<file path="config.mk">
export PLATFORM = sky130hd
export DESIGN_NAME = rmhps_scale
export DESIGN_NICKNAME = d
export VERILOG_FILES = /design/src/hdl/rmhps_pkg.sv /design/src/hdl/rmhps_scale.sv
export SDC_FILE = /design/constraint.sdc
export NUM_CORES = 2
export LEC_CHECK = 0
export BUFFER_PORTS_ARGS = -buffer_cell sky130_fd_sc_hd__buf_2
export CELL_PAD_IN_SITES_DETAIL_PLACEMENT = 1
export CELL_PAD_IN_SITES_GLOBAL_PLACEMENT = 1
export CORE_MARGIN = 1.5
export CORE_UTILIZATION = 39
export DETAILED_ROUTE_END_ITERATION = 8
export PLACE_DENSITY = 0.71
export SYNTH_ARGS = -nofsm -noshare
export SYNTH_HDL_FRONTEND = slang
export SYNTH_SLANG_ARGS = --single-unit
</file>
<file path="constraint.sdc">
create_clock -name clk -period 5.78 [get_ports clk]
set_clock_uncertainty 0.2 [all_clocks]
set_input_delay 0.867 -clock clk [delete_from_list [all_inputs] [get_ports clk]]
set_output_delay 0.867 -clock clk [all_outputs]
set_load 0.05 [all_outputs]
</file>
<file path="src/hdl/rmhps_pkg.sv">
// Shared types, codes and constants of the ramp, move and hold profile sampler.
// No dependencies; every other file of the block imports this package.
package rmhps_pkg;

    // Input modes.
    localparam logic [1:0] MODE_PLAN    = 2'd0;
    localparam logic [1:0] MODE_RELEASE = 2'd1;

    // Frame phases.
    localparam logic [2:0] PH_RAMP_IN   = 3'd0;
    localparam logic [2:0] PH_MOVE_OUT  = 3'd1;
    localparam logic [2:0] PH_HOLD      = 3'd2;
    localparam logic [2:0] PH_MOVE_BACK = 3'd3;
    localparam logic [2:0] PH_RAMP_OUT  = 3'd4;
    localparam logic [2:0] PH_COMPLETE  = 3'd5;
    localparam logic [2:0] PH_RELEASE   = 3'd6;
    localparam logic [2:0] PH_FAULT     = 3'd7;

    // Configuration register indices.
    localparam logic [2:0] REG_PEAK_WEIGHT  = 3'd0;
    localparam logic [2:0] REG_WEIGHT_RATE  = 3'd1;
    localparam logic [2:0] REG_JOINT_OFFSET = 3'd2;
    localparam logic [2:0] REG_MAX_VELOCITY = 3'd3;
    localparam logic [2:0] REG_HOLD_TIME    = 3'd4;
    localparam logic [2:0] REG_RAMP_TIME    = 3'd5;
    localparam logic [2:0] REG_MOVE_TIME    = 3'd6;

    // Microseconds per second, used to scale a limit into product units.
    localparam logic [19:0] US_PER_S = 20'd1000000;

    // Division by one million is a shift by six and a division by 15625.
    // The quotient word is below 2^38 whenever the result is not clamped,
    // so a 39 bit reciprocal with a shift of 52 gives the exact floor.
    localparam int unsigned  DIV_SHIFT = 52;
    localparam logic [38:0]  DIV_RECIP = 39'((64'd1 << DIV_SHIFT) / 64'd15625 + 64'd1);

    // Division by one thousand: shift by three, then divide by 125 through
    // a reciprocal with a shift of 30 (exact for a 23 bit dividend).
    localparam int unsigned  MS_SHIFT = 30;
    localparam logic [23:0]  MS_RECIP = 24'((64'd1 << MS_SHIFT) / 64'd125 + 64'd1);

    typedef struct packed {
        logic [14:0] peak_weight;
        logic [12:0] weight_rate;
        logic [23:0] joint_offset;
        logic [22:0] max_velocity;
        logic [20:0] hold_time_us;
        logic [24:0] ramp_time_us;
        logic [24:0] move_time_us;
    } cfg_t;

    // Phase end times; the last one stays below 2^28.
    typedef struct packed {
        logic [27:0] r_end;
        logic [27:0] m_end;
        logic [27:0] h_end;
        logic [27:0] b_end;
        logic [27:0] e_end;
    } ends_t;

    // Item context carried alongside the arithmetic.
    typedef struct packed {
        logic [2:0]  phase;
        logic        neg;
        logic [25:0] t;
        logic [14:0] prev;
        logic [31:0] seq_in;
    } ctx_t;

    // Operands for the shared scaled product: min(lim, floor(mult*dt/1e6)).
    typedef struct packed {
        ctx_t        ctx;
        logic [25:0] dt;
        logic [22:0] mult;
        logic [23:0] lim;
    } sel_t;

    typedef struct packed {
        ctx_t        ctx;
        logic [23:0] dm;
        logic [16:0] seq_plan;
    } res_t;

endpackage

</file>
<file path="src/hdl/rmhps_scale.sv">
// Three stage datapath for min(lim, floor(mult * dt / 1e6)) and the millisecond count.
// Depends on rmhps_pkg.
module rmhps_scale
    import rmhps_pkg::*;
(
    input  logic clk,
    input  logic rst_n,
    input  logic sel_valid,
    input  sel_t sel,
    output logic res_valid,
    output res_t res,
    output logic in_flight
);

    // First stage: products.
    logic        c_valid_reg;
    ctx_t        c_ctx_reg;
    logic [23:0] c_lim_reg;
    logic [48:0] c_prod_reg;
    logic [43:0] c_limx_reg;
    logic [46:0] c_ms_reg;

    // Second stage: clamp decision and reciprocal partial products.
    logic        d_valid_reg;
    ctx_t        d_ctx_reg;
    logic [23:0] d_lim_reg;
    logic        d_clamp_reg;
    logic [57:0] d_pp_lo_reg;
    logic [56:0] d_pp_hi_reg;
    logic [16:0] d_seq_reg;

    // Third stage: quotient and clamp.
    logic        e_valid_reg;
    res_t        e_res_reg;

    logic [37:0] quot_in;
    logic [76:0] recip_sum;
    logic [23:0] quot;

    always_ff @(posedge clk or negedge rst_n)
    begin
        if (!rst_n)
        begin
            c_valid_reg <= 1'b0;
            d_valid_reg <= 1'b0;
            e_valid_reg <= 1'b0;
        end
        else
        begin
            c_valid_reg <= sel_valid;
            d_valid_reg <= c_valid_reg;
            e_valid_reg <= d_valid_reg;
        end
    end

    // When the product is below lim * 1e6 the word after the shift by six
    // is below 2^38; otherwise the quotient is not used.
    assign quot_in   = c_prod_reg[43:6];
    assign recip_sum = {d_pp_hi_reg, 20'b0} + 77'(d_pp_lo_reg);
    assign quot      = recip_sum[DIV_SHIFT+23:DIV_SHIFT];

    always_ff @(posedge clk)
    begin
        c_ctx_reg   <= sel.ctx;
        c_lim_reg   <= sel.lim;
        c_prod_reg  <= 49'(sel.mult) * 49'(sel.dt);
        c_limx_reg  <= 44'(sel.lim) * 44'(US_PER_S);
        c_ms_reg    <= 47'(sel.ctx.t[25:3]) * 47'(MS_RECIP);

        d_ctx_reg   <= c_ctx_reg;
        d_lim_reg   <= c_lim_reg;
        d_clamp_reg <= c_prod_reg >= 49'(c_limx_reg);
        d_pp_lo_reg <= 58'(quot_in) * 58'(DIV_RECIP[19:0]);
        d_pp_hi_reg <= 57'(quot_in) * 57'(DIV_RECIP[38:20]);
        d_seq_reg   <= c_ms_reg[MS_SHIFT+16:MS_SHIFT] + 17'd1;

        e_res_reg.ctx      <= d_ctx_reg;
        e_res_reg.dm       <= d_clamp_reg ? d_lim_reg : quot;
        e_res_reg.seq_plan <= d_seq_reg;
    end

    assign res_valid = e_valid_reg;
    assign res       = e_res_reg;
    assign in_flight = c_valid_reg | d_valid_reg | e_valid_reg;

endmodule

</file>
* After elaboration in Yosys (flattened, before gate mapping)
Cells that the tools add are included.
Word-level totals: flip-flop bits (word level) 586, latch bits 0, memory bits (writable) 0, bits in read-only memories 0, input port bits 153, output and inout bits 120, logic and storage cells 40, memories kept 0
Cells by class: add/sub/neg operators 2, $mul 5, divide/modulo/power cells 0, order comparisons 1, equality and inequality tests 0, shifts and indexed selects 0, multiplexer cells 1, bitwise gates (word level) 2, reductions and logical operators 0
Operator list (number):
- $add A76 B58 Y76 | 1
- $mul A38 B19 Y56 const B | 1
- $mul A38 B17 Y55 const B | 1
- $ge A49 B44 Y1 | 1
- $mul A23 B26 Y49 | 1
- $mul A23 B24 Y47 const B | 1
- $mul A24 B14 Y38 const B | 1
- $mux W24 | 1
- $add A17 B1 Y17 const B | 1
- $or A1 B1 Y1 | 2

* Logic depth before layout (Yosys ltp)
depth after elaboration 2, gate-level depth with buffers 28, mapped depth without buffers 26

* Worst setup path before layout
Ideal clock, no wire load.
path type input -> register, start point input sel[26] (netlist name), end point register c_prod_reg[47], arrival time 7.394 ns, path slack -1.937 ns, stages 26, path buffers 2, path through clkbuf_1 -> clkbuf_1 -> nand2_1 -> fa_1 -> fa_1 -> fa_1 -> inv_1 -> fa_1 -> inv_1 -> fa_1 -> inv_1 -> fa_1 -> inv_1 -> fa_1 -> inv_1 -> ha_1 -> nand2_1 -> or4_1 -> a211o_1 -> a21oi_2 -> o21ai_2 -> a2111oi_4 -> o41ai_2 -> nor3_2 -> o41ai_2 -> xnor2_1
Between the ends: cells in the longest elaborated chain, start to end 1
RTL lines:
- start: declaration | RTL line rmhps_scale.sv:9 | input sel_t sel,
- $mul A23 B26 Y49 | RTL line rmhps_scale.sv:66 | c_prod_reg <= 49'(sel.mult) * 49'(sel.dt);
- end signal: assignment | RTL line rmhps_scale.sv:66
- end: declaration | RTL line rmhps_scale.sv:19 | logic [48:0] c_prod_reg;
No other way between the ends.

* Worst setup path in the final report
start point input sel[56] (netlist name), end point register c_prod_reg[43]
Same word-level chain as after synthesis.

==> reports/qor.log <==
qor: outcome.run_status finished, violations left
qor: outcome.violations negative setup slack
qor: grt.groute.usage.overall 23.57%
qor: synthesis.async_flop_share 0.5597%
qor: clocking.cts_tree done
qor: place.place.detailed.hpwl 174300 µm
qor: worst_setup_path.worst_path_max_delay_cell sky130_fd_sc_hd__fa_1
qor: timing.fin_crit_sh 120.6%
qor: die.initial_core_util 39.17%
qor: worst_setup_path.max_stage_delay 0.54 ns
qor: synthesis.yosys_warnings 0
qor: synthesis.syn_area 68910 µm²
qor: die.floorplan.die_area 179200 µm²
qor: clocking.tritoncts_buffer_count 66
qor: drt.number_of_vias_after_detailed_routing 51790
qor: worst_setup_path.worst_ep_arrival_time 7.39 ns
qor: synthesis.mean_syn_cell_area 9.971 µm²
qor: timing.fmaxAchievable 143.4 MHz
qor: die.row_count 154
qor: worst_hold_path.hold_path_class input pin to register
qor: clocking.cts_max_level 3
qor: drt.post_drt_via_cell_ratio 4.883
qor: grt.vias_in_the_first_global_route 60090
qor: job.timing.max_cap.violations 0
qor: die.ioPinCount 273
qor: clocking.cts_buffer_depth 3
qor: worst_setup_path.path_max_fanout 3
qor: synthesis.netlist_top_cells_count sky130_fd_sc_hd__inv_1, sky130_fd_sc_hd__fa_1, sky130_fd_sc_hd__ha_1, sky130_fd_sc_hd__dfxtp_1, sky130_fd_sc_hd__nand2_1
qor: drt.postRouteWirelength 210200 µm
qor: cells_and_area.finalCoreUtilization 49.63%
qor: timing.final_max_slew_viol_count 0
qor: worst_setup_path.worst_setup_path_start_kind input pin
qor: drt.wl_per_cell 19.82 µm
qor: grt.antenna_found_initial 10
qor: synthesis.ys_ff_latch 536
qor: timing.max-slew-margin-rel 39.21%
qor: timing.final.setup.worst_slack -1.192 ns
qor: grt.grt_pass1_wl 330500 µm
qor: synthesis.synth.yosys.seq_area_share 15.59%
qor: die.fp.dieW 423.3 µm
qor: worst_setup_path.timing.critical_path.to_type register
qor: die.fp.dieH 423.3 µm
qor: clocking.cts_root_buffer sky130_fd_sc_hd__clkbuf_16
qor: synthesis.postSynth.topFlopCell sky130_fd_sc_hd__dfxtp_1
qor: clocking.numClockSinks 536
qor: worst_setup_path.critical_path_required 6.19 ns
qor: timing.finalHoldViolations 0
qor: cells_and_area.largest_register_ffs 118
qor: drt.antenna_violating_nets_left 0
qor: cells_and_area.drive_above_1_share 24.16%
qor: drt.drt_pre_antenna_iters 5
qor: timing.setup_viol_count_final 89
qor: clocking.clk_pin_slew 0.05 ns
qor: drt.detail_route.drc_violations 0
qor: timing.finalCriticalPeriod 6.972 ns
qor: clocking.clk-insertion-delay-late 0.73 ns
qor: synthesis.cell_with_the_most_instances_after_synthesis sky130_fd_sc_hd__inv_1
qor: place.finalWeightedCongestion 0.9267
qor: worst_setup_path.most_used_cell_cp sky130_fd_sc_hd__fa_1
qor: worst_setup_path.critical_path_class input pin to register
qor: timing.rsz0062_at_grt true
qor: timing.fin_hold_ws 0.06328 ns
qor: synthesis.synthesized_instance_count 6911
qor: drt.drt-initial-drc-count 2164
qor: worst_setup_path.crit_path_buf_inv_count 10
qor: worst_setup_path.critical_path.top_delay_family adder cells
qor: place.buffer_ports.inserted 272
qor: grt.grt_start_max_net_pins 47
qor: grt.grt_overflow 0
qor: cells_and_area.nNetsFinal 10680
qor: die.core-area 175900 µm²
qor: synthesis.yosys-top-cells-area sky130_fd_sc_hd__fa_1, sky130_fd_sc_hd__ha_1, sky130_fd_sc_hd__dfxtp_1
qor: synthesis.synth_enable_flop_cells 0
qor: synthesis.synth_area_leader_cell sky130_fd_sc_hd__fa_1
qor: synthesis.syn_nets 9370
qor: synthesis.netlist-cell-type-count 101
qor: cells_and_area.area.growth.synth_to_final 26.71%
qor: synthesis.synth_top_cell_area_share 36.58%
qor: timing.worst-slew-pin-transition 0.9036 ns
## worst register-to-register path, delay by kind of cell (launching register included)
family | cells | cell delay (ns)
adder cells (fa/ha/maj) | 7 | 3.18
AND/OR/NAND/NOR | 2 | 0.20
buffers and inverters | 6 | 0.69
AO/OA/AOI/OAI | 7 | 1.29
flip-flops | 1 | 0.37
XOR/XNOR | 1 | 0.16
## metal layers
| layer | track usage (%) | wire (µm) | vias to the layer above |
|---|---|---|---|
| li1 | - | - | 23670 |
| met1 | 29.36 | 87960 | 26850 |
| met2 | 42.49 | 107900 | 960 |
| met3 | 2.942 | 8172 | 313 |
| met4 | 6.708 | 6157 | 8 |
| met5 | 0 | 50 | - |
## through the flow
stage	setup slack, ns	TNS, ns	cells	cell area (µm²)
after floorplan	-1.687	-45.27	6911	69940
after global placement	-2.312	-105.76	10310	80570
after detailed placement	-2.453	-115.54	10310	80570
after CTS	-1.151	-44.00	10560	85580
after global routing	-1.431	-60.95	10610	87310
final	-1.192	-47.54	10610	87310
## layout make-up
| class | count | area [µm²] |
|---|---|---|
| Fill cell | 19510 | 88610 |
| Multi-Input combinational cell | 4322 | 53240 |
| Sequential cell | 536 | 10880 |
| Timing Repair Buffer | 1379 | 10810 |
| Inverter | 1911 | 7181 |
| Tap cell | 2340 | 2928 |
| Clock buffer | 86 | 1861 |
| Clock inverter | 31 | 405.4 |
| Antenna cell | 3 | 7.507 |
## what timing repair did
action                                 in CTS  in global routing
endpoints found under the hold margin      25                  0
buffers inserted                          117                 56
setup endpoints to repair                 109                120
pin swaps                                 232                229
hold buffers                               23                  0
resized for setup                         381                298
cloned                                      0                  4
## worst paths after layout
| check | from | to | slack, ns | cells after the start |
|---|---|---|---|---|
| hold / removal | sel[86] | c_ctx_reg[13]$_DFF_P_ | 0.06 | 1 |
| setup / recovery | sel[56] | c_prod_reg[43]$_DFF_P_ | -1.19 | 29 |
| hold reg to reg | c_ctx_reg[44]$_DFF_P_ | d_ctx_reg[44]$_DFF_P_ | 0.11 | 0 |
| min in group asynchronous | rst_n | d_valid_reg$_DFF_PN0_ | 0.29 | 2 |
| max in group asynchronous | rst_n | res_valid$_DFF_PN0_ | 4.98 | 2 |
| setup reg to reg | c_prod_reg[14]$_DFF_P_ | d_pp_lo_reg[52]$_DFF_P_ | -0.44 | 23 |
## cells by family after synthesis
kind of cell    synth area share (%)
buf+inv                        11.27
xor+xnor                       2.707
simple gates                   8.260
fa+ha+maj                      55.59
flops                          15.59
compound gates                 6.551
mux                          0.03087
## layout by cell type, fill, tap and decap left out, types with 20 or more instances in the layout
| cell | Yosys | routed |
|---|---|---|
| sky130_fd_sc_hd__inv_1 | 1911 | 1855 |
| sky130_fd_sc_hd__fa_1 | 1259 | 1209 |
| sky130_fd_sc_hd__buf_4 | 2 | 957 |
| sky130_fd_sc_hd__ha_1 | 1047 | 953 |
| sky130_fd_sc_hd__dfxtp_1 | 533 | 495 |
| sky130_fd_sc_hd__nand2_1 | 473 | 451 |
| sky130_fd_sc_hd__and2_1 | 270 | 253 |
| sky130_fd_sc_hd__buf_2 | 2 | 240 |
| sky130_fd_sc_hd__a21oi_1 | 189 | 130 |
| sky130_fd_sc_hd__a21o_1 | 130 | 130 |
| sky130_fd_sc_hd__xnor2_1 | 150 | 127 |
| sky130_fd_sc_hd__nor2_1 | 121 | 107 |
| sky130_fd_sc_hd__buf_6 | 0 | 102 |
| sky130_fd_sc_hd__ha_4 | 0 | 80 |
| sky130_fd_sc_hd__clkbuf_16 | 0 | 73 |
| sky130_fd_sc_hd__o21ai_0 | 99 | 72 |
| sky130_fd_sc_hd__xor2_1 | 63 | 57 |
| sky130_fd_sc_hd__inv_2 | 0 | 53 |
| sky130_fd_sc_hd__fa_2 | 0 | 50 |
| sky130_fd_sc_hd__a21oi_2 | 3 | 49 |
| sky130_fd_sc_hd__nand4_1 | 44 | 44 |
| sky130_fd_sc_hd__nand3_1 | 51 | 43 |
| sky130_fd_sc_hd__buf_12 | 0 | 35 |
| sky130_fd_sc_hd__nor2b_1 | 36 | 34 |
| sky130_fd_sc_hd__dfxtp_4 | 0 | 33 |
| sky130_fd_sc_hd__and3_1 | 30 | 27 |
| sky130_fd_sc_hd__nor3_1 | 30 | 25 |
| sky130_fd_sc_hd__nand2b_1 | 24 | 24 |
| sky130_fd_sc_hd__o21ai_1 | 15 | 24 |
| sky130_fd_sc_hd__dlygate4sd3_1 | 0 | 23 |
| sky130_fd_sc_hd__xnor2_2 | 0 | 20 |
Power is not shown: default switching activity piles up to over one toggle a cycle in this logic, so the estimate is an artifact.
