<file path="src/hdl/rmhps_pkg.sv">
// Shared types, codes and constants of the ramp, move and hold profile sampler.
// No dependencies; every other file of the block imports this package.
package rmhps_pkg;

    // Input modes.
    localparam logic [1:0] MODE_PLAN    = 2'd0;
    localparam logic [1:0] MODE_RELEASE = 2'd1;

    // Frame phases.
    localparam logic [2:0] PH_RAMP_IN   = 3'd0;
    localparam logic [2:0] PH_MOVE_OUT  = 3'd1;
    localparam logic [2:0] PH_HOLD      = 3'd2;
    localparam logic [2:0] PH_MOVE_BACK = 3'd3;
    localparam logic [2:0] PH_RAMP_OUT  = 3'd4;
    localparam logic [2:0] PH_COMPLETE  = 3'd5;
    localparam logic [2:0] PH_RELEASE   = 3'd6;
    localparam logic [2:0] PH_FAULT     = 3'd7;

    // Configuration register indices.
    localparam logic [2:0] REG_PEAK_WEIGHT  = 3'd0;
    localparam logic [2:0] REG_WEIGHT_RATE  = 3'd1;
    localparam logic [2:0] REG_JOINT_OFFSET = 3'd2;
    localparam logic [2:0] REG_MAX_VELOCITY = 3'd3;
    localparam logic [2:0] REG_HOLD_TIME    = 3'd4;
    localparam logic [2:0] REG_RAMP_TIME    = 3'd5;
    localparam logic [2:0] REG_MOVE_TIME    = 3'd6;

    // Microseconds per second, used to scale a limit into product units.
    localparam logic [19:0] US_PER_S = 20'd1000000;

    // Division by one million is a shift by six and a division by 15625.
    // The quotient word is below 2^38 whenever the result is not clamped,
    // so a 39 bit reciprocal with a shift of 52 gives the exact floor.
    localparam int unsigned  DIV_SHIFT = 52;
    localparam logic [38:0]  DIV_RECIP = 39'((64'd1 << DIV_SHIFT) / 64'd15625 + 64'd1);

    // Division by one thousand: shift by three, then divide by 125 through
    // a reciprocal with a shift of 30 (exact for a 23 bit dividend).
    localparam int unsigned  MS_SHIFT = 30;
    localparam logic [23:0]  MS_RECIP = 24'((64'd1 << MS_SHIFT) / 64'd125 + 64'd1);

    typedef struct packed {
        logic [14:0] peak_weight;
        logic [12:0] weight_rate;
        logic [23:0] joint_offset;
        logic [22:0] max_velocity;
        logic [20:0] hold_time_us;
        logic [24:0] ramp_time_us;
        logic [24:0] move_time_us;
    } cfg_t;

    // Phase end times; the last one stays below 2^28.
    typedef struct packed {
        logic [27:0] r_end;
        logic [27:0] m_end;
        logic [27:0] h_end;
        logic [27:0] b_end;
        logic [27:0] e_end;
    } ends_t;

    // Item context carried alongside the arithmetic.
    typedef struct packed {
        logic [2:0]  phase;
        logic        neg;
        logic [25:0] t;
        logic [14:0] prev;
        logic [31:0] seq_in;
    } ctx_t;

    // Operands for the shared scaled product: min(lim, floor(mult*dt/1e6)).
    typedef struct packed {
        ctx_t        ctx;
        logic [25:0] dt;
        logic [22:0] mult;
        logic [23:0] lim;
    } sel_t;

    typedef struct packed {
        ctx_t        ctx;
        logic [23:0] dm;
        logic [16:0] seq_plan;
    } res_t;

endpackage

</file>
<file path="src/hdl/rmhps_phase.sv">
// Input stage and phase decode: picks the phase and the operands of the scaled product.
// Depends on rmhps_pkg.
module rmhps_phase
    import rmhps_pkg::*;
(
    input  logic        clk,
    input  logic        rst_n,
    input  logic        in_valid,
    input  logic [1:0]  mode,
    input  logic [25:0] elapsed_us,
    input  logic [14:0] prev_weight,
    input  logic [31:0] sequence_in,
    input  cfg_t        cfg,
    input  ends_t       ends,
    output logic        sel_valid,
    output sel_t        sel,
    output logic        in_flight
);

    logic        a_valid_reg;
    logic [1:0]  a_mode_reg;
    logic [25:0] a_t_reg;
    logic [14:0] a_prev_reg;
    logic [31:0] a_seq_reg;

    logic        b_valid_reg;
    sel_t        sel_reg;
    sel_t        sel_next;

    logic [27:0] t28;
    logic [23:0] mag;

    always_ff @(posedge clk or negedge rst_n)
    begin
        if (!rst_n)
        begin
            a_valid_reg <= 1'b0;
            b_valid_reg <= 1'b0;
        end
        else
        begin
            a_valid_reg <= in_valid;
            b_valid_reg <= a_valid_reg;
        end
    end

    always_ff @(posedge clk)
    begin
        a_mode_reg <= mode;
        a_t_reg    <= elapsed_us;
        a_prev_reg <= prev_weight;
        a_seq_reg  <= sequence_in;
        sel_reg    <= sel_next;
    end

    assign t28 = {2'b0, a_t_reg};
    // Magnitude of the offset; the most negative code gives 2^23, which fits.
    assign mag = cfg.joint_offset[23] ? 24'(-cfg.joint_offset) : cfg.joint_offset;

    always_comb
    begin
        sel_next.ctx.neg    = cfg.joint_offset[23];
        sel_next.ctx.t      = a_t_reg;
        sel_next.ctx.prev   = a_prev_reg;
        sel_next.ctx.seq_in = a_seq_reg;
        sel_next.ctx.phase  = PH_FAULT;
        sel_next.dt         = '0;
        sel_next.mult       = '0;
        sel_next.lim        = '0;
        if (a_mode_reg == MODE_PLAN)
        begin
            if (t28 < ends.r_end)
            begin
                sel_next.ctx.phase = PH_RAMP_IN;
                sel_next.dt        = a_t_reg;
                sel_next.mult      = 23'(cfg.weight_rate);
                sel_next.lim       = 24'(cfg.peak_weight);
            end
            else if (t28 < ends.m_end)
            begin
                sel_next.ctx.phase = PH_MOVE_OUT;
                sel_next.dt        = 26'(t28 - ends.r_end);
                sel_next.mult      = cfg.max_velocity;
                sel_next.lim       = mag;
            end
            else if (t28 < ends.h_end)
            begin
                sel_next.ctx.phase = PH_HOLD;
            end
            else if (t28 < ends.b_end)
            begin
                sel_next.ctx.phase = PH_MOVE_BACK;
                sel_next.dt        = 26'(t28 - ends.h_end);
                sel_next.mult      = cfg.max_velocity;
                sel_next.lim       = mag;
            end
            else if (t28 < ends.e_end)
            begin
                sel_next.ctx.phase = PH_RAMP_OUT;
                sel_next.dt        = 26'(t28 - ends.b_end);
                sel_next.mult      = 23'(cfg.weight_rate);
                sel_next.lim       = 24'(cfg.peak_weight);
            end
            else
            begin
                sel_next.ctx.phase = PH_COMPLETE;
            end
        end
        else if (a_mode_reg == MODE_RELEASE)
        begin
            sel_next.ctx.phase = PH_RELEASE;
            sel_next.dt        = a_t_reg;
            sel_next.mult      = 23'(cfg.weight_rate);
            sel_next.lim       = 24'(a_prev_reg);
        end
    end

    assign sel_valid = b_valid_reg;
    assign sel       = sel_reg;
    assign in_flight = a_valid_reg | b_valid_reg;

endmodule

</file>
<file path="config.mk">
export PLATFORM = sky130hd
export DESIGN_NAME = rmhps_phase
export DESIGN_NICKNAME = d
export VERILOG_FILES = /design/src/hdl/rmhps_pkg.sv /design/src/hdl/rmhps_phase.sv
export SDC_FILE = /design/constraint.sdc
export NUM_CORES = 1
export LEC_CHECK = 0
export ABC_AREA = 1
export BUFFER_PORTS_ARGS = -buffer_cell sky130_fd_sc_hd__buf_2
export CAP_MARGIN = 25
export CORE_AREA = 2 2 198 200
export CTS_CLUSTER_DIAMETER = 30
export CTS_CLUSTER_SIZE = 24
export DETAILED_ROUTE_END_ITERATION = 8
export DIE_AREA = 0 0 200 202
export GPL_TIMING_DRIVEN = 0
export PLACE_DENSITY = 0.69
export SLEW_MARGIN = 25
export SYNTH_ARGS = -nofsm -noshare
export SYNTH_HDL_FRONTEND = slang
export SYNTH_SLANG_ARGS = --single-unit
</file>
<file path="constraint.sdc">
create_clock -name clk -period 2.4 [get_ports clk]
set_input_delay 0.24 -clock clk [delete_from_list [all_inputs] [get_ports clk]]
set_output_delay 0.24 -clock clk [all_outputs]
set_load 0.02 [all_outputs]
</file>
Word-level counts from Yosys, hierarchy flattened

Index checks and enable logic that the tools add are counted.

Add/sub/neg operators: 4
Magnitude comparators: 5
Eq/ne operators: 1
Mux-type cells: 15
Bitwise operators: 1
Reductions and logical operators: 1

Operators by type and width:

| operator                                                              | number |
|---|---|
| 73-bit 2-to-1 mux                                                     | 7 |
| 26-bit by 28-bit less-than comparator with 1-bit output               | 5 |
| 26-bit subtractor                                                     | 3 |
| 24-bit 2-to-1 mux                                                     | 1 |
| 24-bit negator                                                        | 1 |
| 3-bit 2-to-1 mux                                                      | 5 |
| 2-bit by 1-bit equality test with 1-bit output, second input constant | 1 |
| 2-bit zero test                                                       | 1 |
| 1-bit 2-to-1 mux                                                      | 2 |
| 1-bit bitwise OR                                                      | 1 |

Flip-flop bits (word level): 227
Bits of input ports: 364
Output and inout port bits: 152
Logic and storage cells: 41

Longest topological paths before layout

Gate-level depths: netlist of run 1.

Depth after elaboration: 7
Mapped depth: 19

Worst setup path before layout of run 1

OpenSTA, ideal clock, no wires.

Path type: flip-flop to flip-flop
Start point: reg a_t_reg[0]
End point: reg sel_reg, in the netlist sel[10]
Library setup time: 0.117 ns
Arrival: 2.271 ns
Data required time: 2.283 ns
Setup slack: 0.012 ns
Stages on the path, launching flop included: 17
Clock period less this slack: 2.388 ns
Cell sequence: dfxtp_1 inv_2 ha_1 fa_1 nand3b_1 nand2_1 nand2_1 nand2_2 nand2_1 nand2_1 nand3_1 nand2_2 buf_6 buf_6 nand2_1 o21bai_1 nand2_1

RTL lines:

| what                   | line              | RTL |
|---|---|---|
| start, declared        | rmhps_phase.sv:22 | `logic [25:0] a_t_reg;` |
| start signal, assigned | rmhps_phase.sv:50 | `a_t_reg <= elapsed_us;` |
| end signal, assigned   | rmhps_phase.sv:53 | `sel_reg <= sel_next;` |
| end, declared          | rmhps_phase.sv:27 | `sel_t sel_reg;` |

Worst setup path in the final report of run 1

Start point: reg a_t_reg[1]
End point: reg sel_reg, in the netlist sel[39]

Longest elaborated chain between the ends: 6

Ends and longest elaborated chain:

| what                                                    | line              | RTL |
|---|---|---|
| 26-bit by 28-bit less-than comparator with 1-bit output | rmhps_phase.sv:90 | `else if (t28 < ends.b_end)` |
| 73-bit 2-to-1 mux                                       | rmhps_phase.sv:90 |  |
| 73-bit 2-to-1 mux                                       | rmhps_phase.sv:86 | `else if (t28 < ends.h_end)` |
| 73-bit 2-to-1 mux                                       | rmhps_phase.sv:79 | `else if (t28 < ends.m_end)` |
| 73-bit 2-to-1 mux *                                     | rmhps_phase.sv:72 | `if (t28 < ends.r_end)` |
| 73-bit 2-to-1 mux *                                     | rmhps_phase.sv:70 | `if (a_mode_reg == MODE_PLAN)` |

Mark *: on every way between the ends. The rest lies on a longest branch, timed or not.

==> results.toml, run 1 <==
[finish]
largest_register_ffs = 150
nets = 3383
syn2layout_area_growth_pct = 56.5
layout-drive-gt1-share = 0.314
instances_no_fill = 3453

[grt]
grt_pass1_wl_um = 90700
grt_max_degree = 14
grt_pass1_vias = 16700
gr-total-overflow = 0
grt_usage = 0.294
antenna_found_initial = 9

[critical_path]
r2r-start = "a_t_reg[1]"
cp-end-kind = "register"
start_kind = "register"
crit_type = "reg -> reg"
startpoint = "a_t_reg[1]"
cp_max_fo = 5
cp.required_ns = 2.87
crit_arrival_ns = 3.03

[clock_tree]
h-tree-depth = 2
cts_tree = "done"
clock_path_buffers = 3
numCtsBuffers = 48
root_buffer = "clkbuf_16"
clock-sinks = 227
clk_pin_slew_ns = 0.04
insertion_delay_ns = 0.57

[min_path]
hold_class = "in -> reg"
hp-start = "cfg[71]"

[sta]
min_period_over_period = 1.07
slew-limit-headroom = 0.518
clock_skew_ns = 0.0194
rsz0062_at_grt = "true"
fmax_ghz = 0.390
setup_violations = 64
hold_slack_ns = 0.0216
drv_slew = 0
period_minus_slack_ns = 2.56
worst_pin_slew_ns = 0.722
hold_violations = 0
setup_ws_ns = -0.164

[route]
vias_per_cell = 4.90
ant_nets = 0
drcViolationCount = 0
routedWlPerCell_um = 17.9
totalWireLength_um = 61700
num_vias = 16900
drt-pass1-iter-count = 5
drt_iter0_drc = 975

[logic_synthesis]
synthesis.nets = 2702
syn_inst = 2206
synth-seq-area-share = 0.312
yosys.area.top_type = "dfxtp_1"
synth_top_area_share = 0.309
synth_compound_area_frac = 0.104
ys_ff_latch = 227
ys_top_cells_by_area = "dfxtp_1 (31%), nand2_1 (18%), ha_1 (11%)"
synthSimpleGateAreaFrac = 0.317
synth_xor_area_frac = 0.0336
synthAdderAreaFrac = 0.115
synth_top_family_by_area = "simple AND/OR/NAND/NOR gates"
syn_area_per_cell_um2 = 6.62
synthesis.area_um2 = 14600
yosys.cell_types.count = 47
synth_mux_area_frac = 0
yosys_warnings = 0

[place]
place_inst = 3168
port_buffers = 444
gp_congestion = 0.925
dp_hpwl_um = 44300

[floorplan]
fp.dieH_um = 202
fp-row-count = 72
die_w_um = 200
io_pins = 516
core_area_um2 = 38300
start_util = 0.381
die_area_um2 = 40400

[power]
ir_drop_v = 0.000537
p_per_area_nw_per_um2 = 625
p_leak_nw = 12.2

[run]
maxCapViolCount = 0

[status]
status = "finished with violations"
violations = "negative setup slack"
-- cell usage after synthesis, drive strengths merged --
cell and count:
nand3 136, a21o 4, dfxtp 225, a21boi 2
a31oi 1, nand4 30, clkinv 2, or2 4
o21a 2, buf 30, clkbuf 15, dfrtp 2
nor3 9, o21ai 124, ha 129, nand3b 17
fa 3, xor2 32, o21bai 28, inv 385
nor4 4, nor3b 1, and2 1, and3 1
nor2 159, nand2 718, o31ai 2, xnor2 24
a21oi 115, a22oi 1
-- area by class of cell --
type / count / area (um^2)
Fill cell: 3356 / 15400
Multi-Input combinational cell: 1548 / 9700
Sequential cell: 227 / 4650
Timing Repair Buffer: 631 / 4230
Inverter: 387 / 1480
Clock buffer: 66 / 1380
Tap cell: 518 / 648
Buffer: 44 / 493
Clock inverter: 23 / 250
Antenna cell: 9 / 22.5
-- power breakdown --
part	internal, mW	switching (mW)	total [mW]	leakage [nW]
clock network	4.34	2.20	6.54	0.791
registers	3.99	0.157	4.15	1.92
logic	1.48	2.10	3.59	9.45
-- what timing repair did --
action / CTS / global route
cloned: 8 / 5
setup buffers: 41 / 16
hold endpoints to repair: 110 / 0
pin swaps: 39 / 78
hold buffers: 119 / 0
gates resized for setup: 240 / 215
endpoints found under the setup margin: 76 / 76
-- cell usage in the layout, fill, tap and decap left out, drive strengths merged, types with 6 or more instances in the layout --
cell type,instances
xnor2,24
nand2,719
diode,9
nand3,136
clkbuf,83
dlygate4sd3,119
xor2,32
o21ai,124
ha,129
o21bai,28
inv,388
a21oi,115
nor3,9
buf,538
nor2,159
clkinvlp,6
clkinv,13
nand4,30
dfxtp,225
nand3b,17
-- cells by family (layout without fill, tap and decap cells) --
logic type / count (synthesis) / after routing
adders and majority gates: 132 / 132
xor gates and xnor gates: 56 / 56
and+or+nand+nor: 1080 / 1081
DFF: 227 / 227
AOI/OAI and AO/OA: 279 / 279
buffers and inverters: 432 / 1151
other: 0 / 9
-- path summary, 6_finish.rpt --
path | endpoint | slack [ns] | cells past startpoint
max | sel[39] | -0.16 | 15
min | sel[24] | 0.02 | 5
min reg2reg | sel[80] | 0.32 | 0
max reg2reg | sel[39] | -0.16 | 15
max in group asynchronous | sel_valid | 1.74 | 3
min in group asynchronous | a_valid_reg | 0.54 | 3
-- critical path, cell delays in order (launching register included) --
cell and delay [ns]:
dfxtp_4 0.37, clkinvlp_4 0.16, fa_2 0.41, o21ai_2 0.20, nand3_2 0.12, nand2_4 0.11
nand2_4 0.05, nand2_4 0.08, nand2_4 0.06, nand2_8 0.14, nand2_8 0.07, nand2_8 0.10
buf_12 0.13, nand3_4 0.11, buf_12 0.18, nor2_4 0.17
-- through the flow --
step | util | worst slack [ns] | power, mW | area (um^2) | TNS [ns]
floorplan | - | 0.0124 | 5.95 | 14600 | 0
CTS | 0.567 | -0.0897 | 13.9 | 21700 | -2.18
global route | 0.597 | -0.230 | 14.9 | 22800 | -10.51
global placement | 0.456 | -0.825 | 6.94 | 17500 | -45.72
detailed placement | 0.456 | -0.856 | 6.97 | 17500 | -48.06
finish | 0.597 | -0.164 | 14.3 | 22800 | -2.98
-- per-layer routing --
layer  vias to the layer above  wire (um)  global-route usage
met5                         -          0                   0
met4                         0       2950               0.141
met3                       163       4040              0.0491
met2                       688      30100               0.520
met1                      7761      24500               0.342
li1                       8318          -                   -
Power figures use the tool's default switching activity.
==> run 2: changes to the inputs <==
CORE_AREA = default   (was 2 2 198 200)
CORE_MARGIN = 2   (was default)
CORE_UTILIZATION = 27   (was default)
DIE_AREA = default   (was 0 0 200 202)
PLACE_DENSITY = 0.53   (was 0.69)
RECOVER_POWER = 100   (was default)
TNS_END_PERCENT = 10   (was default)
==> results.toml, run 2 (same netlist as run 1, synthesis figures left out) <==
[run]
maxCapViolCount = 0

[clock_tree]
clock-sinks = 227
clock_path_buffers = 3
h-tree-depth = 2
root_buffer = "clkbuf_16"
insertion_delay_ns = 0.59
cts_tree = "done"
clk_pin_slew_ns = 0.05
numCtsBuffers = 49

[grt]
grt_max_degree = 16
grt_pass1_vias = 16700
antenna_found_initial = 10
grt_usage = 0.219
grt_pass1_wl_um = 93700
gr-total-overflow = 0

[power]
total_power_mw = 14.8
power_frac_seq = 0.280
comb_power_share = 0.234
ir_drop_v = 0.000554
pwr-share-clk = 0.486
p_leak_nw = 11.6
p_sw_frac = 0.304
p_switching_mw = 4.51
intPower_mw = 10.3
p_per_area_nw_per_um2 = 651

[floorplan]
die_area_um2 = 56000
die_w_um = 237
io_pins = 516
fp-row-count = 85
start_util = 0.272
fp.dieH_um = 237
core_area_um2 = 53600

[critical_path]
cp-end-kind = "register"
crit_arrival_ns = 3.05
start_kind = "register"
crit_type = "reg -> reg"
cp.required_ns = 2.93
cp_max_fo = 5

[sta]
hold_slack_ns = 0.0291
hold_violations = 0
setup_ws_ns = -0.118
worst_pin_slew_ns = 0.559
min_period_over_period = 1.05
setup_violations = 44
slew-limit-headroom = 0.628
fmax_ghz = 0.397
rsz0062_at_grt = "true"
drv_slew = 0
period_minus_slack_ns = 2.52
clock_skew_ns = 0.0234

[place]
place_area_um2 = 17700
place_inst = 3347
port_buffers = 444
gp_congestion = 0.922
dp_hpwl_um = 48800

[finish]
instances_no_fill = 3639
final_core_utilization = 0.425
largest_register_ffs = 150
final_common_cell = "nand2_1"
final_area_um2 = 22800
layout_common_cells = "nand2_1 (649), inv_1 (369), buf_2 (293), dfxtp_1 (199), clkbuf_1 (169)"
layout-drive-gt1-share = 0.253
nFillCells = 5575
syn2layout_area_growth_pct = 55.9
nets = 3391

[route]
ant_nets = 0
drcViolationCount = 0
drt-pass1-iter-count = 5
vias_per_cell = 4.56
totalWireLength_um = 63000
routedWlPerCell_um = 17.3
drt_iter0_drc = 840
num_vias = 16600

[status]
violations = "negative setup slack"
status = "finished with violations"

[min_path]
hold_class = "in -> reg"
-- run 2: cell types whose count changed in the layout (fill, tap and decap cells not counted), sizes merged --
cell and change:
clkbuf +150, buf -148, dlygate4sd3 +6, bufinv +4, clkinvlp -2, inv +2, bufbuf -1, clkinv -1
diode -1, nand2 -1
-- run 2: final timing paths --
path	startpoint	end	slack, ns	cells after the start
setup / recovery	a_t_reg[0]	sel[38]	-0.12	17
hold / removal	cfg[143]	sel[12]	0.03	5
setup reg to reg	a_t_reg[0]	sel[38]	-0.12	17
hold reg to reg	a_seq_reg[27]	sel[100]	0.32	0
max in group asynchronous	rst_n	a_valid_reg	1.76	3
min in group asynchronous	rst_n	sel_valid	0.52	3
-- run 2: per-stage QoR --
step,setup TNS [ns],worst slack [ns]
5_1_grt,-10.85,-0.288
2_1_floorplan,0,0.0124
4_1_cts,-1.54,-0.0980
6_report,-1.72,-0.118
3_3_place_gp,-54.99,-1.01
3_5_place_dp,-54.34,-0.974
-- run 2: what timing repair did --
action                                  in CTS  in global routing
endpoints found under the setup margin      76                 75
pin swaps                                   35                 32
setup buffers                               50                 14
cloned                                       4                  0
gates resized for setup                    287                 92
endpoints found under the hold margin      113                  0
hold buffers                               125                  0
-- run 2: power by group through the flow --
stage | Clock, mW | Combinational [mW] | Sequential, mW
floorplan | 0 | 1.61 | 4.34
global placement | 0 | 2.77 | 4.23
detailed placement | 0 | 2.80 | 4.23
CTS | 7.33 | 3.36 | 4.16
global route | 7.54 | 3.82 | 4.17
finish | 7.20 | 3.47 | 4.15
-- run 2: per-layer routing --
metal	share of wire	track usage	up-vias
met5	0.00049	0	-
met4	0.041	0.0907	4
met2	0.48	0.388	500
li1	-	-	8330
met1	0.43	0.264	7663
met3	0.046	0.0344	102
-- run 2: layout make-up --
cell class	count	area [um^2]	share of cell area
Multi-Input combinational cell	1547	9480	0.417
Sequential cell	227	4650	0.204
Timing Repair Buffer	638	4000	0.176
Inverter	387	1480	0.0649
Clock buffer	65	1410	0.0618
Tap cell	696	871	0.0383
Buffer	45	444	0.0195
Clock inverter	26	408	0.0179
Antenna cell	8	20.0	0.000880
-- run 2: critical path: stages (launching register included) --
cell and delay, ns:
dfxtp_4 0.37, inv_8 0.05, ha_4 0.16, fa_2 0.36, o21ai_4 0.17, nand3_2 0.11
nand2_4 0.11, nand2_4 0.05, nand2_4 0.09, nand2_4 0.06, nand2_8 0.12, nand2_8 0.07
nand2_8 0.10, buf_12 0.13, nand3_4 0.12, buf_12 0.17, buf_16 0.13, nor2_4 0.08
