File: src/hdl/rmhps_pkg.sv
// Shared types, codes and constants of the ramp, move and hold profile sampler.
// No dependencies; every other file of the block imports this package.
package rmhps_pkg;

    // Input modes.
    localparam logic [1:0] MODE_PLAN    = 2'd0;
    localparam logic [1:0] MODE_RELEASE = 2'd1;

    // Frame phases.
    localparam logic [2:0] PH_RAMP_IN   = 3'd0;
    localparam logic [2:0] PH_MOVE_OUT  = 3'd1;
    localparam logic [2:0] PH_HOLD      = 3'd2;
    localparam logic [2:0] PH_MOVE_BACK = 3'd3;
    localparam logic [2:0] PH_RAMP_OUT  = 3'd4;
    localparam logic [2:0] PH_COMPLETE  = 3'd5;
    localparam logic [2:0] PH_RELEASE   = 3'd6;
    localparam logic [2:0] PH_FAULT     = 3'd7;

    // Configuration register indices.
    localparam logic [2:0] REG_PEAK_WEIGHT  = 3'd0;
    localparam logic [2:0] REG_WEIGHT_RATE  = 3'd1;
    localparam logic [2:0] REG_JOINT_OFFSET = 3'd2;
    localparam logic [2:0] REG_MAX_VELOCITY = 3'd3;
    localparam logic [2:0] REG_HOLD_TIME    = 3'd4;
    localparam logic [2:0] REG_RAMP_TIME    = 3'd5;
    localparam logic [2:0] REG_MOVE_TIME    = 3'd6;

    // Microseconds per second, used to scale a limit into product units.
    localparam logic [19:0] US_PER_S = 20'd1000000;

    // Division by one million is a shift by six and a division by 15625.
    // The quotient word is below 2^38 whenever the result is not clamped,
    // so a 39 bit reciprocal with a shift of 52 gives the exact floor.
    localparam int unsigned  DIV_SHIFT = 52;
    localparam logic [38:0]  DIV_RECIP = 39'((64'd1 << DIV_SHIFT) / 64'd15625 + 64'd1);

    // Division by one thousand: shift by three, then divide by 125 through
    // a reciprocal with a shift of 30 (exact for a 23 bit dividend).
    localparam int unsigned  MS_SHIFT = 30;
    localparam logic [23:0]  MS_RECIP = 24'((64'd1 << MS_SHIFT) / 64'd125 + 64'd1);

    typedef struct packed {
        logic [14:0] peak_weight;
        logic [12:0] weight_rate;
        logic [23:0] joint_offset;
        logic [22:0] max_velocity;
        logic [20:0] hold_time_us;
        logic [24:0] ramp_time_us;
        logic [24:0] move_time_us;
    } cfg_t;

    // Phase end times; the last one stays below 2^28.
    typedef struct packed {
        logic [27:0] r_end;
        logic [27:0] m_end;
        logic [27:0] h_end;
        logic [27:0] b_end;
        logic [27:0] e_end;
    } ends_t;

    // Item context carried alongside the arithmetic.
    typedef struct packed {
        logic [2:0]  phase;
        logic        neg;
        logic [25:0] t;
        logic [14:0] prev;
        logic [31:0] seq_in;
    } ctx_t;

    // Operands for the shared scaled product: min(lim, floor(mult*dt/1e6)).
    typedef struct packed {
        ctx_t        ctx;
        logic [25:0] dt;
        logic [22:0] mult;
        logic [23:0] lim;
    } sel_t;

    typedef struct packed {
        ctx_t        ctx;
        logic [23:0] dm;
        logic [16:0] seq_plan;
    } res_t;

endpackage

File: src/hdl/rmhps_out.sv
// Output stage: forms weight, angle, sequence and terminal flag and registers the frame.
// Depends on rmhps_pkg.
module rmhps_out
    import rmhps_pkg::*;
(
    input  logic               clk,
    input  logic               rst_n,
    input  logic               res_valid,
    input  res_t               res,
    input  cfg_t               cfg,
    output logic               done,
    output logic [2:0]         phase,
    output logic [14:0]        weight,
    output logic signed [23:0] angle_offset,
    output logic [31:0]        sequence_out,
    output logic [25:0]        elapsed_out,
    output logic               terminal
);

    logic        done_reg;
    logic [2:0]  phase_reg;
    logic [14:0] weight_reg;
    logic [14:0] weight_next;
    logic [23:0] angle_reg;
    logic [23:0] angle_next;
    logic [31:0] seq_reg;
    logic [31:0] seq_next;
    logic [25:0] elapsed_reg;
    logic [25:0] elapsed_next;
    logic        term_reg;
    logic        term_next;

    logic [23:0] travel;

    // Signed travel along the direction of the offset.
    assign travel = res.ctx.neg ? 24'(-res.dm) : res.dm;

    always_comb
    begin
        weight_next  = '0;
        angle_next   = '0;
        seq_next     = 32'(res.seq_plan);
        elapsed_next = res.ctx.t;
        term_next    = 1'b0;
        unique case (res.ctx.phase)
            PH_RAMP_IN:
            begin
                weight_next = res.dm[14:0];
            end
            PH_MOVE_OUT:
            begin
                weight_next = cfg.peak_weight;
                angle_next  = travel;
            end
            PH_HOLD:
            begin
                weight_next = cfg.peak_weight;
                angle_next  = cfg.joint_offset;
            end
            PH_MOVE_BACK:
            begin
                weight_next = cfg.peak_weight;
                angle_next  = cfg.joint_offset - travel;
            end
            PH_RAMP_OUT:
            begin
                weight_next = cfg.peak_weight - res.dm[14:0];
            end
            PH_COMPLETE:
            begin
                term_next = 1'b1;
            end
            PH_RELEASE:
            begin
                weight_next = res.ctx.prev - res.dm[14:0];
                term_next   = (res.ctx.prev == res.dm[14:0]);
                seq_next    = res.ctx.seq_in;
            end
            PH_FAULT:
            begin
                term_next    = 1'b1;
                seq_next     = res.ctx.seq_in;
                elapsed_next = '0;
            end
            default:
            begin
                term_next = 1'b1;
            end
        endcase
    end

    always_ff @(posedge clk or negedge rst_n)
    begin
        if (!rst_n)
        begin
            done_reg <= 1'b0;
        end
        else
        begin
            done_reg <= res_valid;
        end
    end

    always_ff @(posedge clk)
    begin
        phase_reg   <= res.ctx.phase;
        weight_reg  <= weight_next;
        angle_reg   <= angle_next;
        seq_reg     <= seq_next;
        elapsed_reg <= elapsed_next;
        term_reg    <= term_next;
    end

    assign done         = done_reg;
    assign phase        = phase_reg;
    assign weight       = weight_reg;
    assign angle_offset = $signed(angle_reg);
    assign sequence_out = seq_reg;
    assign elapsed_out  = elapsed_reg;
    assign terminal     = term_reg;

endmodule

File: config.mk
export PLATFORM = sky130hd
export DESIGN_NAME = rmhps_out
export DESIGN_NICKNAME = d
export VERILOG_FILES = /design/src/hdl/rmhps_pkg.sv /design/src/hdl/rmhps_out.sv
export SDC_FILE = /design/constraint.sdc
export NUM_CORES = 1
export LEC_CHECK = 0
export BUFFER_PORTS_ARGS = -buffer_cell sky130_fd_sc_hd__clkbuf_2
export CAP_MARGIN = 25
export CORE_AREA = 2 2 144 146
export DETAILED_ROUTE_END_ITERATION = 6
export DIE_AREA = 0 0 146 148
export GPL_ROUTABILITY_DRIVEN = 0
export GPL_TIMING_DRIVEN = 0
export SETUP_SLACK_MARGIN = 0.15
export SYNTH_ARGS = -nofsm -noshare
export SYNTH_HDL_FRONTEND = slang
export SYNTH_SLANG_ARGS = --single-unit
File: constraint.sdc
create_clock -name clk -period 1 [get_ports clk]
set_input_delay 0.2 -clock clk [delete_from_list [all_inputs] [get_ports clk]]
set_output_delay 0.2 -clock clk [all_outputs]
set_load 0.01 [all_outputs]
* Word level (Yosys, flattened, before mapping)
Cells that the tools add are included.
** Word-level totals
- Logic and storage cells :: 29
- Output and inout bits :: 102
- Input bits :: 267
- Register bits after elaboration :: 102
** Operators by class
- Eq/ne operators :: 8
- Add/subtract/negate cells :: 4
- Reduce and logical (&&, ||, !) cells :: 4
- Multiplexer cells :: 5
** Operators with widths (count)
- $pmux W24 S3 :: 1
- $pmux W15 S4 :: 1
- $sub A15 B15 Y15 :: 2
- $mux W24 :: 1
- $neg A24 Y24 :: 1
- $sub A24 B24 Y24 :: 1
- $mux W17 :: 1
- $eq A15 B15 Y1 :: 1
- $eq A3 B3 Y1 const B :: 4
- $eq A3 B2 Y1 const B :: 2
- $reduce_or A2 Y1 :: 2
- $eq A3 B1 Y1 const B :: 1
- $logic_not A3 Y1 :: 1
- $reduce_or A3 Y1 :: 1
- $pmux W1 S2 :: 1

* Depth between registers and ports, before layout
Gate-level depths: netlist of run 1.
- Depth after elaboration :: 4
- Mapped depth :: 18
- Mapped depth without buffers :: 17

* Worst setup path after synthesis of run 1
No wires, ideal clock.
- Path type :: in2reg
- Start point :: input port res[18] (netlist bit)
- End point :: register angle_reg[23], in the netlist angle_offset[23]
- Setup time :: 0.142 ns
- Data required time :: 0.858 ns
- Stages :: 17
- Data arrival time :: 3.641 ns
- Slack :: -2.782 ns
- Path buffers :: 1
- Cells stage by stage :: inv_1 > ha_1 > nand2_1 > or2_2 > or3_1 > or3_1 > o31ai_1 > xor2_1 > ha_1 > clkbuf_1 > a21o_1 > a211o_1 > nor2b_1 > a21oi_1 > nor2b_1 > a311oi_1 > o311ai_2
** On the way
- Longest elaborated chain between the ends :: 4
** RTL lines
- start: declaration :: line rmhps_out.sv:9 : input res_t res,
- $neg A24 Y24 :: line rmhps_out.sv:36 : assign travel = res.ctx.neg ? 24'(-res.dm) : res.dm;
- $mux W24 * :: line rmhps_out.sv:36
- $sub A24 B24 Y24 :: line rmhps_out.sv:63 : angle_next = cfg.joint_offset - travel;
- $pmux W24 S3 * :: line rmhps_out.sv:45 : unique case (res.ctx.phase)
- via angle_next[23] :: line rmhps_out.sv:25 : logic [23:0] angle_next;
- end signal: assignment :: line rmhps_out.sv:108 : angle_reg <= angle_next;
- end: declaration :: line rmhps_out.sv:24 : logic [23:0] angle_reg;
The timed path passes the listed nets; every way through them passes the cells marked *.
A chain may end at the register's enable or synchronous reset.

* Worst setup path after layout of run 1
- Start point :: input port res[22] (netlist bit)
- End point :: register angle_reg[23], in the netlist angle_offset[23]
The elaborated chain is that of the path after synthesis.

==> qor.csv, run 1 <==
stage,metric,value,unit
setup_path,cpPeakStageDelay,380,ps
placement,place_hpwl,18540,um
placement,place_inst,1267,
power,power.density,1249,mW/mm^2
timing,finalSetupViolCount,71,
logic_synthesis,netlist-cell-type-count,70,
logic_synthesis,syn-cell-area,0.006437,mm^2
timing,slew_headroom,0.4186,
detailed_routing,ant_nets,0,
logic_synthesis,ys.flop_type,dfxtp_1,
timing,tightest_slew,868.3,ps
logic_synthesis,synth_nets,1057,
die,core,0.02004,mm^2
power,p_leak,5.250,nW
cells_and_area,finalNonFillerCells,1393,
grt,grt_usage,0.2203,
clocking,cts_num_sinks,102,
grt,grt_pass1_wl,37080,um
setup_path,cpMostUsedCell,or3_4,
cells_and_area,drive_above_1_share,0.5959,
setup_path,cp.required,1240,ps
clocking,cts_tree,built,
clocking,root_buffer,clkbuf_16,
status,violations,negative setup slack,
die,die_x,146,um
logic_synthesis,synth_area_leaders,"dfxtp_1, ha_1, xnor2_1",
grt,global_route.overflow_total,0,
status,status,"finished, violations left",
setup_path,cp_slowest_cell,or3_4,
logic_synthesis,synth_top_area_share,0.3141,
setup_path,crit_buf_inv,2,
cells_and_area,finalNetCount,1436,
clocking,path_clk_slew,80,ps
logic_synthesis,syn_avg_cell_area,8.735,um^2
clocking,htree_levels,3,
timing,max_freq,291.6,MHz
detailed_routing,drt-vias-per-instance,5.107,
detailed_routing,wl_per_cell,18.40,um
timing,rsz0062_at_grt,yes,
grt,grt_max_degree,20,
cells_and_area,syn_to_final_growth,77.05,%
logic_synthesis,yosysTopAreaCell,dfxtp_1,
setup_path,endpoint_kind,flip-flop,
die,io_pins,369,
setup_path,worst-setup-path-type,in2reg,
logic_synthesis,async_flop_share,0.009804,
logic_synthesis,synthAdderAreaFrac,0.1096,
timing,final.setup.tns,-58160,ps
detailed_routing,route.detailed.drc,0,
timing,finalMaxSlewViolations,0,
setup_path,crit_path_max_fanout,4,
timing,hold_violations,0,
cells_and_area,n_fill_cell,1774,
logic_synthesis,ys_seq_elements,102,
clocking,max-clock-path-buffers,2,
grt,antenna_found_initial,2,
clocking,numCtsBuffers,9,
setup_path,worstSetupStartpointType,input pin,
logic_synthesis,synth_simple_gate_area_frac,0.1874,
detailed_routing,drt-initial-drc-count,483,
die,chipHeight,148,um
logic_synthesis,yosysSeqAreaShare,0.3180,
timing,setup_ws,-2429,ps
logic_synthesis,synth_top_family_by_area,compound AO/OA/AOI/OAI gates,
detailed_routing,dr.pass1.iters,5,
power,ir_worst_vdd,0.0008508,V
logic_synthesis,synth-edff-count,0,
setup_path,crit_arrival,3670,ps
job,maxCapViolCount,0,
logic_synthesis,synth_xor_area_frac,0.07852,
die,num_rows,52,
die,initial_core_util,0.3212,
logic_synthesis,synth.most_common_cell,dfxtp_1,
placement,dp_slack,-3187,ps
timing,min_period,3429,ps
detailed_routing,num_vias,7114,
detailed_routing,wirelength,25630,um
logic_synthesis,syn_inst,737,
die,dieArea,0.02161,mm^2
timing,finalCritPeriodShare,3.429,
logic_synthesis,ys_warn_count,0,
logic_synthesis,synth-compound-area-share,0.2076,
min_path,min_path_type,in2reg,
setup_path,critical_path.top_delay_family,simple AND/OR/NAND/NOR gates,
placement,io_buffers,260,
logic_synthesis,netlist_top_cells_count,"dfxtp_1, nand2_1, ha_1",
setup_path,crit_chain,"buf_8, or3_4, or2_4, or3_4, or3_4, o31ai_4, xor2_2, ha_1, clkbuf_8, a21o_1, a211o_1, nor2b_4, a21oi_2, nor2b_1, a311oi_2, o311ai_2",
grt,grt_pass1_vias,6854,
cells_and_area,largest_reg_flops,32,
logic_synthesis,synth_mux_area_frac,0.05870,
-- layout make-up --
cell class	instances	area, um^2	area share
multi-input combinational	567	5333	0.4679
sequential	102	2107	0.1849
antenna	2	5.005	0.0004391
tap	270	337.8	0.02964
timing repair buffer	368	2776	0.2436
clock inverter	6	67.56	0.005928
inverter	39	153.9	0.01350
clock buffer	10	239.0	0.02097
buffer	29	377.9	0.03315
-- report_power, final --
group	leakage (nW)	total, W	internal [W]	switching (W)
Combinational	4.23	0.00602	0.00313	0.00289
Sequential	0.867	0.00455	0.00443	0.000119
Clock	0.149	0.00367	0.00183	0.00184
-- cells by family (layout without fill, tap and decap cells) --
group                      after synthesis  count (layout)
and+or+nand+nor                        227             228
AOI/OAI and AO/OA                      194             194
DFF                                    102             102
buffers and inverters                   69             452
xor gates and xnor gates                56              56
adders and majority gates               55              55
muxes                                   34              34
other                                    0               2
-- worst paths after layout --
path	from	end	slack, ps	cells past startpoint
max	res[22]	angle_offset[23]	-2430	16
min	res[113]	elapsed_out[25]	30	2
max in group asynchronous	rst_n	done	750	2
min in group asynchronous	rst_n	done	170	2
-- cell usage in the layout, fill, tap and decap left out, types with 10 or more instances in the layout --
| master | netlist | final |
|---|---|---|
| o21ai_1 | 0 | 11 |
| nand2_1 | 58 | 52 |
| a21o_1 | 12 | 12 |
| nand3_1 | 14 | 11 |
| buf_6 | 0 | 65 |
| inv_1 | 39 | 28 |
| mux2_4 | 0 | 19 |
| and2_4 | 0 | 17 |
| xnor2_1 | 31 | 23 |
| buf_8 | 0 | 26 |
| dfxtp_2 | 0 | 48 |
| buf_2 | 0 | 52 |
| a21oi_2 | 0 | 13 |
| mux2i_1 | 13 | 13 |
| dfxtp_1 | 101 | 53 |
| a21oi_1 | 47 | 27 |
| ha_1 | 50 | 36 |
| xor2_1 | 23 | 19 |
| o21ai_0 | 36 | 11 |
| clkbuf_16 | 0 | 19 |
| buf_4 | 0 | 68 |
| nor2_1 | 38 | 33 |
| and2_1 | 27 | 10 |
| ha_4 | 0 | 12 |
| o21ai_2 | 1 | 12 |
| clkbuf_2 | 0 | 155 |
-- what timing repair did --
item                       in CTS  in global routing
pin swaps                      68                103
setup buffers                  59                 39
gates cloned                    5                  1
hold endpoints to repair        3                  1
hold buffers                    3                  1
setup endpoints to repair     194                195
gates resized for setup       162                328
-- through the flow --
step / hold WS, ps / utilization / total power, W / area [um^2]
2_1_floorplan: -95.59 / - / 0.007285 / 6900
3_3_place_gp: -25.66 / 0.4261 / 0.008609 / 8539
3_5_place_dp: -22.39 / 0.4261 / 0.008626 / 8539
4_1_cts: 25.39 / 0.5066 / 0.01325 / 10150
5_1_grt: 30.39 / 0.5687 / 0.01492 / 11400
6_report: 31.40 / 0.5687 / 0.01424 / 11400
-- per-layer routing --
layer,GRT usage,share of wire,up-vias
met1,0.2858,0.43,3353
met2,0.3731,0.49,282
li1,-,-,3447
met3,0.03549,0.062,32
met5,0,0,-
met4,0.07573,0.020,0
(Power assumes the default switching activity.)
==> inputs of run 2 (changes only) <==
- CORE_AREA: 2 2 144 146 -> 2 2 142 144
- DIE_AREA: 0 0 146 148 -> 0 0 144 146
==> qor.csv, run 2 (synthesis gave the netlist of run 1 again) <==
stage,metric,value,unit,change
detailed_routing,drt-initial-drc-count,501,,+3.7%
detailed_routing,wl_per_cell,19.85,um,+7.9%
placement,dp_slack,-3254,ps,-67.59 ps
timing,setup_ws,-2526,ps,-96.73 ps
cells_and_area,fin_area,0.01144,mm^2,+0.39%
clocking,numCtsBuffers,9,,unchanged
setup_path,cp.required,1240,ps,about the same
detailed_routing,route.detailed.drc,0,,unchanged
detailed_routing,dr.pass1.iters,5,,unchanged
cells_and_area,finalNetCount,1433,,-0.21%
clocking,path_clk_slew,80,ps,about the same
setup_path,endpoint_kind,flip-flop,,
die,io_pins,369,,unchanged
grt,grt_usage,0.2444,,+0.02410
setup_path,crit_arrival,3770,ps,+100 ps
setup_path,cpMostUsedCell,or3_4,,
cells_and_area,drive_above_1_share,0.6073,,+0.01144
timing,min_period,3526,ps,+96.73 ps
setup_path,crit_chain,"buf_8, or3_4, or2_4, or3_4, or3_4, o31ai_4, xor2_2, ha_1, clkbuf_8, a21o_1, a211o_1, nor2b_4, a21oi_2, nor2b_1, a311oi_1, o311ai_2",,
die,num_rows,51,,-1.9%
power,p_leak,5.231,nW,-0.37%
cells_and_area,largest_reg_flops,32,,unchanged
die,initial_core_util,0.3329,,+0.01170
job,maxCapViolCount,0,,unchanged
grt,antenna_found_initial,1,,-1
timing,finalSetupViolCount,106,,+49%
grt,global_route.overflow_total,0,,unchanged
clocking,max-clock-path-buffers,2,,unchanged
status,violations,negative setup slack,,
timing,rsz0062_at_grt,yes,,
timing,hold_violations,0,,unchanged
grt,grt_max_degree,20,,unchanged
cells_and_area,final_cell_mix,"clkbuf_2, buf_6, dfxtp_2, buf_4, nand2_1",,
power,power.density,1251,mW/mm^2,+0.14%
cells_and_area,n_fill_cell,1652,,-6.9%
min_path,min_path_type,in2reg,,
clocking,cts_tree,built,,
status,status,"finished, violations left",,
detailed_routing,wirelength,27480,um,+7.2%
min_path,min_to,elapsed_out[3],,
detailed_routing,drt-vias-per-instance,5.222,,+2.2%
setup_path,cp_slowest_cell,or3_4,,
timing,tightest_slew,845.0,ps,-23.34 ps
grt,grt_pass1_wl,38880,um,+4.9%
setup_path,worstSetupStartpointType,input pin,,
placement,io_buffers,260,,unchanged
timing,slew_headroom,0.4342,,+0.01563
min_path,holdPathStages,2,,unchanged
timing,hold_slack,24.68,ps,-6.716 ps
timing,finalMaxSlewViolations,0,,unchanged
die,dieArea,0.02102,mm^2,-2.7%
clocking,cts_num_sinks,102,,unchanged
die,die_x,144,um,-1.4%
grt,grt_pass1_vias,6994,,+2.0%
min_path,min_from,res[91],,
setup_path,worst-setup-path-type,in2reg,,
detailed_routing,ant_nets,0,,unchanged
clocking,htree_levels,3,,unchanged
die,chipHeight,146,um,-1.4%
power,ir_worst_vdd,0.0008429,V,-0.93%
setup_path,cpPeakStageDelay,380,ps,about the same
cells_and_area,syn_to_final_growth,77.75,%,
cells_and_area,layout_commonest_cell,clkbuf_2,,
timing,finalCritPeriodShare,3.526,,+0.09673
clocking,root_buffer,clkbuf_16,,
placement,placed_area,0.008533,mm^2,about the same
timing,max_freq,283.6,MHz,-2.7%
placement,place_hpwl,19750,um,+6.5%
die,core,0.01933,mm^2,-3.5%
detailed_routing,num_vias,7227,,+1.6%
setup_path,crit_path_max_fanout,3,,-1
-- run 2: metal layers --
metal / share of wire / GRT usage / vias up
met1: 0.42 / 0.3196 / 3375
met5: 0 / 0 / -
met2: 0.45 / 0.3888 / 368
met4: 0.024 / 0.07696 / 0
li1: - / - / 3439
met3: 0.10 / 0.06844 / 45
-- run 2: what timing repair did --
item | 4_1_cts | 5_1_grt
gates cloned | 1 | 0
pin swaps | 94 | 61
hold buffers | 4 | 0
resized for setup | 230 | 269
setup endpoints to repair | 190 | 198
buffers inserted | 80 | 20
hold endpoints to repair | 4 | 0
-- run 2: worst max-delay path by stage --
stage                     startpoint                to  slack [ps]  depth (start not counted)
after floorplan              res[20]  angle_offset[23]       -2670                         15
after global placement       res[17]  angle_offset[23]       -3200                         14
after detailed placement     res[17]  angle_offset[23]       -3250                         14
after CTS                    res[22]  angle_offset[23]       -2460                         16
after global routing         res[22]  angle_offset[23]       -2610                         16
final                        res[22]  angle_offset[23]       -2530                         16
-- run 2: layout make-up --
type | count | area, um^2 | share of cell area
diodes | 1 | 2.502 | 0.0002187
plain buffers | 30 | 409.1 | 0.03576
clock buffers | 9 | 225.2 | 0.01968
clock inverters | 7 | 67.56 | 0.005905
inverters | 39 | 152.6 | 0.01334
multi-input cells | 566 | 5294 | 0.4627
flip-flops and latches | 102 | 2132 | 0.1863
well taps | 265 | 331.6 | 0.02898
repair buffers | 365 | 2828 | 0.2471
-- run 2: critical path, delay by kind of cell --
kind	cells	cell delay (ps)
buffers and inverters	2	240
adders and majority gates	1	280
xor gates and xnor gates	1	240
AOI/OAI and AO/OA	6	1260
and+or+nand+nor	6	1560
-- run 2: power breakdown --
group | internal (W) | leakage [nW] | switching (W)
combinational | 0.00318 | 4.22 | 0.00292
sequential | 0.00444 | 0.870 | 0.000155
clock | 0.00176 | 0.139 | 0.00186
-- run 2: through the flow --
step                utilization  std cells  TNS (ps)  total power, W
global route             0.5918       1384    -66840         0.01503
detailed placement       0.4413       1262    -91620        0.008685
floorplan                     -        737    -53710        0.007285
CTS                      0.5440       1363    -58780         0.01350
finish                   0.5918       1384    -61020         0.01431
global placement         0.4413       1262    -91330        0.008672
